$ cat src/rtl/dtoe_pkg.sv
// ----------------------------------------------------------------------------
// Datetime to epoch package
// Field widths, time constants, month table and sequencer states.
// ----------------------------------------------------------------------------
package dtoe_pkg;

    // Field widths
    localparam int YEAR_W      = 12;
    localparam int MONTH_W     = 4;
    localparam int DAY_W       = 5;
    localparam int HOUR_W      = 5;
    localparam int MINUTE_W    = 6;
    localparam int SECOND_W    = 6;
    localparam int OFF_HOUR_W  = 5;
    localparam int OFF_MIN_W   = 6;
    localparam int EPOCH_W     = 35;
    localparam int IN_TDATA_W  = 56;
    localparam int OUT_TDATA_W = 40;

    // Calendar and time constants
    localparam logic [YEAR_W-1:0] EPOCH_YEAR = 12'd1970;
    localparam logic [6:0]  EPOCH_MOD100  = 7'd70;
    localparam logic [8:0]  EPOCH_MOD400  = 9'd370;
    localparam logic [6:0]  LAST_MOD100   = 7'd99;
    localparam logic [8:0]  LAST_MOD400   = 9'd399;
    localparam logic [MONTH_W-1:0] MONTH_FIRST = 4'd1;
    localparam logic [MONTH_W-1:0] MONTH_FEB   = 4'd2;
    localparam logic [MONTH_W-1:0] MONTH_LAST  = 4'd12;
    localparam logic [8:0]  DAYS_COMMON   = 9'd365;
    localparam logic [8:0]  DAYS_LEAP     = 9'd366;
    localparam logic [17:0] SECS_PER_DAY  = 18'd86400;
    localparam logic [16:0] SECS_PER_HOUR = 17'd3600;
    localparam logic [16:0] SECS_PER_MIN  = 17'd60;

    // Sequencer states
    typedef enum logic [3:0] {
        ST_IDLE,
        ST_YEARS,
        ST_MONTH,
        ST_SEC_DAYS,
        ST_SEC_HOUR,
        ST_SEC_MIN,
        ST_SEC_SEC,
        ST_SEC_OFF,
        ST_DONE
    } state_t;

    // Days in the year before the first of the given month (1..12)
    function automatic logic [8:0] days_before_month(input logic [MONTH_W-1:0] month);
        logic [8:0] d;
        unique case (month)
            4'd1:    d = 9'd0;
            4'd2:    d = 9'd31;
            4'd3:    d = 9'd59;
            4'd4:    d = 9'd90;
            4'd5:    d = 9'd120;
            4'd6:    d = 9'd151;
            4'd7:    d = 9'd181;
            4'd8:    d = 9'd212;
            4'd9:    d = 9'd243;
            4'd10:   d = 9'd273;
            4'd11:   d = 9'd304;
            4'd12:   d = 9'd334;
            default: d = 9'd0;
        endcase
        return d;
    endfunction

endpackage

$ cat src/rtl/datetime_offset_to_epoch_core.sv
// ----------------------------------------------------------------------------
// Civil date and time to Unix epoch seconds
// Converts split date/time fields with a UTC offset to signed epoch seconds.
// ----------------------------------------------------------------------------
// Usage:
//   Input stream s_axis carries one date/time with its UTC offset per
//   transaction; output stream m_axis returns one epoch result per input.
//   s_axis_tready is high only while the sequencer is idle; one item is in
//   work at a time.
//   The year walk adds one year per cycle to the day count, and the month
//   step adds the rest of the days; the seconds terms then run through one
//   shared 35-bit accumulator, one term per cycle. A month or year out of
//   range goes from idle straight to the last state and returns zero
//   seconds with range_error set. The block takes no new item before it is
//   through with the last, since the sequencer passes through idle before
//   it takes the next item; that item can be taken while a result still
//   sits in the output register.
//   Reset clears the sequencer and the output valid; no result is pending.
//   When the receiver stalls, the result holds in the output register and
//   a finished second item waits in the last state until it is free.
// ----------------------------------------------------------------------------
module datetime_offset_to_epoch_core #(
    parameter int MAX_YEAR = 2399
) (
    input  logic                             clk,
    input  logic                             rst_n,
    input  logic                             s_axis_tvalid,
    output logic                             s_axis_tready,
    // [11:0] year, [15:12] month, [20:16] day_of_month, [25:21] hour,
    // [31:26] minute, [37:32] second, [38] offset_negative,
    // [43:39] offset_hours, [49:44] offset_minutes, [55:50] zero
    input  logic [dtoe_pkg::IN_TDATA_W-1:0]  s_axis_tdata,
    output logic                             m_axis_tvalid,
    input  logic                             m_axis_tready,
    // [34:0] epoch_seconds, [35] range_error, [39:36] zero
    output logic [dtoe_pkg::OUT_TDATA_W-1:0] m_axis_tdata
);
    import dtoe_pkg::*;

    // Day count width follows the largest year
    localparam int DAYS_W = $clog2((MAX_YEAR - 1969) * 366 + 400) + 1;
    localparam int PROD_W = DAYS_W + 18;

    // Input field decode
    logic [YEAR_W-1:0]     in_year;
    logic [MONTH_W-1:0]    in_month;
    logic                  in_bad;
    logic                  in_accept;

    assign in_year   = s_axis_tdata[11:0];
    assign in_month  = s_axis_tdata[15:12];
    assign in_accept = s_axis_tvalid && s_axis_tready;
    assign in_bad    = (in_month < MONTH_FIRST) || (in_month > MONTH_LAST) ||
                       (in_year < EPOCH_YEAR) || (int'(in_year) > MAX_YEAR);

    // Registers
    state_t                   state_reg, state_next;
    logic [YEAR_W-1:0]        year_reg, year_next;
    logic [MONTH_W-1:0]       month_reg, month_next;
    logic [DAY_W-1:0]         day_reg, day_next;
    logic [HOUR_W-1:0]        hour_reg, hour_next;
    logic [MINUTE_W-1:0]      minute_reg, minute_next;
    logic [SECOND_W-1:0]      second_reg, second_next;
    logic                     neg_reg, neg_next;
    logic [OFF_HOUR_W-1:0]    offh_reg, offh_next;
    logic [OFF_MIN_W-1:0]     offm_reg, offm_next;
    logic [YEAR_W-1:0]        yr_reg, yr_next;
    logic [6:0]               m100_reg, m100_next;
    logic [8:0]               m400_reg, m400_next;
    logic signed [DAYS_W-1:0] days_reg, days_next;
    logic [EPOCH_W-1:0]       acc_reg, acc_next;
    logic                     err_reg, err_next;
    logic                     out_valid_reg, out_valid_next;
    logic [EPOCH_W-1:0]       out_epoch_reg, out_epoch_next;
    logic                     out_err_reg, out_err_next;

    // Year walk helpers
    logic                     leap;
    logic                     years_done;
    logic                     out_free;

    assign leap       = ((yr_reg[1:0] == 2'b00) && (m100_reg != 7'd0)) || (m400_reg == 9'd0);
    assign years_done = (yr_reg == year_reg);
    assign out_free   = !out_valid_reg || m_axis_tready;

    // Shared accumulator operand terms
    logic signed [PROD_W-1:0] days_prod;
    logic [16:0]              hour_secs;
    logic [16:0]              minute_secs;
    logic [16:0]              off_secs;
    logic [EPOCH_W-1:0]       operand;

    assign days_prod   = days_reg * $signed({1'b0, SECS_PER_DAY});
    assign hour_secs   = 17'(hour_reg) * SECS_PER_HOUR;
    assign minute_secs = 17'(minute_reg) * SECS_PER_MIN;
    assign off_secs    = 17'(offh_reg) * SECS_PER_HOUR + 17'(offm_reg) * SECS_PER_MIN;

    always_comb
    begin
        unique case (state_reg)
            ST_SEC_DAYS: operand = days_prod[EPOCH_W-1:0];
            ST_SEC_HOUR: operand = EPOCH_W'(hour_secs);
            ST_SEC_MIN:  operand = EPOCH_W'(minute_secs);
            ST_SEC_SEC:  operand = EPOCH_W'(second_reg);
            ST_SEC_OFF:  operand = neg_reg ? EPOCH_W'(off_secs) : (~EPOCH_W'(off_secs) + 1'b1);
            default:     operand = '0;
        endcase
    end

    // Next state
    always_comb
    begin
        state_next = state_reg;
        unique case (state_reg)
            ST_IDLE:
            begin
                if (s_axis_tvalid)
                begin
                    state_next = in_bad ? ST_DONE : ST_YEARS;
                end
            end
            ST_YEARS:
            begin
                if (years_done)
                begin
                    state_next = ST_MONTH;
                end
            end
            ST_MONTH:    state_next = ST_SEC_DAYS;
            ST_SEC_DAYS: state_next = ST_SEC_HOUR;
            ST_SEC_HOUR: state_next = ST_SEC_MIN;
            ST_SEC_MIN:  state_next = ST_SEC_SEC;
            ST_SEC_SEC:  state_next = ST_SEC_OFF;
            ST_SEC_OFF:  state_next = ST_DONE;
            ST_DONE:
            begin
                if (out_free)
                begin
                    state_next = ST_IDLE;
                end
            end
            default:     state_next = ST_IDLE;
        endcase
    end

    // Datapath and outputs
    always_comb
    begin
        year_next      = year_reg;
        month_next     = month_reg;
        day_next       = day_reg;
        hour_next      = hour_reg;
        minute_next    = minute_reg;
        second_next    = second_reg;
        neg_next       = neg_reg;
        offh_next      = offh_reg;
        offm_next      = offm_reg;
        yr_next        = yr_reg;
        m100_next      = m100_reg;
        m400_next      = m400_reg;
        days_next      = days_reg;
        acc_next       = acc_reg;
        err_next       = err_reg;
        out_epoch_next = out_epoch_reg;
        out_err_next   = out_err_reg;
        out_valid_next = out_valid_reg && !m_axis_tready;
        s_axis_tready  = (state_reg == ST_IDLE);

        unique case (state_reg)
            // Capture the item and seed the year walk
            ST_IDLE:
            begin
                if (in_accept)
                begin
                    year_next   = in_year;
                    month_next  = in_month;
                    day_next    = s_axis_tdata[20:16];
                    hour_next   = s_axis_tdata[25:21];
                    minute_next = s_axis_tdata[31:26];
                    second_next = s_axis_tdata[37:32];
                    neg_next    = s_axis_tdata[38];
                    offh_next   = s_axis_tdata[43:39];
                    offm_next   = s_axis_tdata[49:44];
                    yr_next     = EPOCH_YEAR;
                    m100_next   = EPOCH_MOD100;
                    m400_next   = EPOCH_MOD400;
                    days_next   = '0;
                    acc_next    = '0;
                    err_next    = in_bad;
                end
            end
            // One whole year per cycle
            ST_YEARS:
            begin
                if (!years_done)
                begin
                    days_next = days_reg + $signed(DAYS_W'(leap ? DAYS_LEAP : DAYS_COMMON));
                    yr_next   = yr_reg + 1'b1;
                    m100_next = (m100_reg == LAST_MOD100) ? 7'd0 : (m100_reg + 1'b1);
                    m400_next = (m400_reg == LAST_MOD400) ? 9'd0 : (m400_reg + 1'b1);
                end
            end
            // Month table, leap day after February, day of month minus one
            ST_MONTH:
            begin
                days_next = days_reg
                          + $signed(DAYS_W'(days_before_month(month_reg)))
                          + $signed(DAYS_W'((month_reg > MONTH_FEB) && leap))
                          + $signed(DAYS_W'(day_reg))
                          - $signed(DAYS_W'(1));
            end
            ST_SEC_DAYS,
            ST_SEC_HOUR,
            ST_SEC_MIN,
            ST_SEC_SEC,
            ST_SEC_OFF:
            begin
                acc_next = acc_reg + operand;
            end
            // Hand the result to the output register
            ST_DONE:
            begin
                if (out_free)
                begin
                    out_valid_next = 1'b1;
                    out_epoch_next = err_reg ? '0 : acc_reg;
                    out_err_next   = err_reg;
                end
            end
            default:
            begin
                acc_next = acc_reg;
            end
        endcase
    end

    // Control registers
    always_ff @(posedge clk or negedge rst_n)
    begin
        if (!rst_n)
        begin
            state_reg     <= ST_IDLE;
            out_valid_reg <= 1'b0;
        end
        else
        begin
            state_reg     <= state_next;
            out_valid_reg <= out_valid_next;
        end
    end

    // Payload registers
    always_ff @(posedge clk)
    begin
        year_reg      <= year_next;
        month_reg     <= month_next;
        day_reg       <= day_next;
        hour_reg      <= hour_next;
        minute_reg    <= minute_next;
        second_reg    <= second_next;
        neg_reg       <= neg_next;
        offh_reg      <= offh_next;
        offm_reg      <= offm_next;
        yr_reg        <= yr_next;
        m100_reg      <= m100_next;
        m400_reg      <= m400_next;
        days_reg      <= days_next;
        acc_reg       <= acc_next;
        err_reg       <= err_next;
        out_epoch_reg <= out_epoch_next;
        out_err_reg   <= out_err_next;
    end

    assign m_axis_tvalid = out_valid_reg;
    assign m_axis_tdata  = {4'b0000, out_err_reg, out_epoch_reg};

endmodule

$ cat config.mk
export PLATFORM = sky130hd
export DESIGN_NAME = datetime_offset_to_epoch_core
export DESIGN_NICKNAME = d
export VERILOG_FILES = /design/src/rtl/dtoe_pkg.sv /design/src/rtl/datetime_offset_to_epoch_core.sv
export SDC_FILE = /design/constraint.sdc
export NUM_CORES = 1
export LEC_CHECK = 0
export ABC_AREA = 1
export ABC_CLOCK_PERIOD_IN_PS = 8680
export BUFFER_PORTS_ARGS = -buffer_cell sky130_fd_sc_hd__buf_2
export CAP_MARGIN = 20
export CORE_AREA = 2 2 193 195
export CTS_CLUSTER_SIZE = 10
export DETAILED_ROUTE_END_ITERATION = 10
export DIE_AREA = 0 0 195 197
export PLACE_DENSITY = 0.76
export SLEW_MARGIN = 20
export SYNTH_ARGS = -nofsm -noshare
export SYNTH_HDL_FRONTEND = slang
export SYNTH_SLANG_ARGS = --single-unit
$ cat constraint.sdc
create_clock -name clk -period 8.68 [get_ports clk]
set_input_delay 1.736 -clock clk [delete_from_list [all_inputs] [get_ports clk]]
set_output_delay 1.736 -clock clk [all_outputs]
set_load 0.01 [all_outputs]
==> run summary <==
fill cell count: 3375
start of the worst register-to-register path: offm_reg[3]$_DFFE_PP_
TritonCTS Buffers: 17
final setup fails: 0
number of flops mapped to enable cells by yosys: 169
drt wl/cell: 14.5 um
area grow syn2layout: 9.21%
Root Buffer: clkbuf_16
H-Tree Depth: 4
Initial DRC Count: 1015
Max Cap Violations: 0
top post-synthesis cells by area: edfxtp_1, ha_1, inv_1, fa_1, nand2_1
cell area after synthesis: 18000 sq um
library cells used by synthesis: 59
clk slew on worst S/H paths: 0.08 ns
final hold violation count: 0
most frequent cells in the layout: inv_1, nand2_1, ha_1
post-route ant nets: 0
CTS tree: built
largest net degree at the start of global routing: 42
Slew HR: 0.425
pre-CTS setup slack: 1.61 ns
most used cell, CP: nand2_1
row count: 70
initial core utilization: 0.497
routability congestion estimate: 0.932
yosys warns: 0
routed via count: 14700
Hold WC Path Type: reg2reg
CP peak stage delay: 0.51 ns
die area: 38400 sq um
minimum clock period: 7.21 ns
DRC viols: 0
Die Y: 197 um
Setup Fix Bufs, Post-CTS: 0
CP startpoint kind: flip-flop
Sink Count: 183
share of cells above drive strength 1: 0.0809
first-pass GRT wire length: 67500 um
DR pass1 iterations: 5
syn_area_per_cell: 8.25 sq um
Setup crit end kind: flip-flop
Skew-Pair Late Insertion Delay: 0.47 ns
Hold Buf Count CTS: 0
Congestion Overflow GR: 0
Yosys reg bits: 183
Setup TNS: 0 ns
Final Skew: 0.0148 ns
Routed WL: 40000 um
cell type with the largest total area after synthesis: edfxtp_1
Post-DP HPWL: 32800 um
diode count: 0
r2r endpoint: acc_reg[25]$_SDFFCE_PN0P_
required time of the critical path: 8.90 ns
gr usage total: 0.216
post-CTS resize count: 0
RSZ-0062 raised after global routing: false
WS Path Type: reg2reg
WHS Path Cells: 2
Worst Path Arrival: 7.43 ns
hold path start: acc_reg[0]$_SDFFCE_PN0P_
Worst Tran Pin Value: 0.862 ns
Clock Tree Buf Depth: 2
sequential-to-total area share from yosys stat: 0.299
CP max stage cell: fa_1
final net count: 2689
antenna violations before repair: 0
final worst-path cycle share: 0.831
DR vias/cell: 5.33
most common cell after layout, fill and taps aside: inv_1
Core Area: 36300 sq um
Synth Instances: 2185
dominant synthesized flop cell: edfxtp_1
post-synth top area share: 0.282
port bufs: 91
highest clock rate: 139 MHz
Setup WS post-layout: 1.47 ns
share of flip-flops with an asynchronous set or reset after synthesis: 0.0273
outcome: completed
Top-Level Pins: 102
Slew Viols, Final: 0
Die Wd: 195 um
vias in the first global route: 14500
hold endpoint: out_epoch_reg[0]$_SDFFCE_PP0P_
Reg2Reg Setup Slack: 1.47 ns
CP Max Fanout: 6
R2R cell count: 38
## stage by stage
stage | std cells | hold slack (ns) | util | area, sq um
6_report | 2766 | 0.574 | 0.543 | 19700
3_3_place_gp | 2733 | 0.570 | 0.525 | 19000
4_1_cts | 2765 | 0.586 | 0.542 | 19600
5_1_grt | 2766 | 0.630 | 0.543 | 19700
2_1_floorplan | 2188 | 0.424 | - | 18000
3_5_place_dp | 2733 | 0.572 | 0.525 | 19000
## kinds of logic after synthesis
family                   count (synthesis)  share of synthesized area
AO/OA/AOI/OAI                          388                      0.121
XOR/XNOR                                56                     0.0276
adder cells (fa/ha/maj)                344                      0.273
buffers and inverters                  487                      0.103
flip-flops                             183                      0.299
other                                    1                   0.000208
AND/OR/NAND/NOR                        726                      0.177
## Yosys cell counts (17+ instances only)
cell      number
inv_1        461
nand2_1      321
ha_1         262
nor2_1       195
edfxtp_1     169
a21oi_1      162
o21ai_0      137
nand3_1       97
fa_1          82
xor2_1        38
nor3_1        28
nand4_1       23
xnor2_1       17
## metal layers
layer  vias up  wire length (um)  GRT usage
li1       7402                 -          -
met1      6950             18200      0.277
met2       330             19400      0.376
met3        59              1540     0.0311
met4         0               839     0.0701
met5         -                 0          0
## worst max-delay path by stage
stage / startpoint / slack [ns] / end
floorplan: offm_reg[3]$_DFFE_PP_ / 2.52 / acc_reg[25]$_SDFFCE_PN0P_
global placement: offm_reg[3]$_DFFE_PP_ / 1.69 / acc_reg[25]$_SDFFCE_PN0P_
detailed placement: offm_reg[3]$_DFFE_PP_ / 1.61 / acc_reg[25]$_SDFFCE_PN0P_
CTS: offm_reg[3]$_DFFE_PP_ / 1.52 / acc_reg[25]$_SDFFCE_PN0P_
global route: offm_reg[3]$_DFFE_PP_ / 0.79 / acc_reg[25]$_SDFFCE_PN0P_
finish: offm_reg[3]$_DFFE_PP_ / 1.47 / acc_reg[25]$_SDFFCE_PN0P_
## critical path, delay by kind of cell (launching register included)
family / cells / cell delay, ns
AO/OA/AOI/OAI: 10 / 1.61
XOR/XNOR: 1 / 0.16
adder cells (fa/ha/maj): 6 / 2.34
buffers and inverters: 6 / 0.57
flip-flops: 1 / 0.43
AND/OR/NAND/NOR: 15 / 1.85
## area by class of cell
type / count / area (sq um) / share of cell area
Tap cell: 468 / 586 / 0.0298
Multi-Input combinational cell: 1518 / 10800 / 0.550
Clock buffer: 17 / 425 / 0.0216
Clock inverter: 15 / 186 / 0.00948
Sequential cell: 183 / 5380 / 0.273
Inverter: 466 / 1750 / 0.0890
Timing Repair Buffer: 99 / 528 / 0.0268
Power is not shown: default switching activity piles up to over one toggle a cycle in this logic, so the estimate is an artifact.
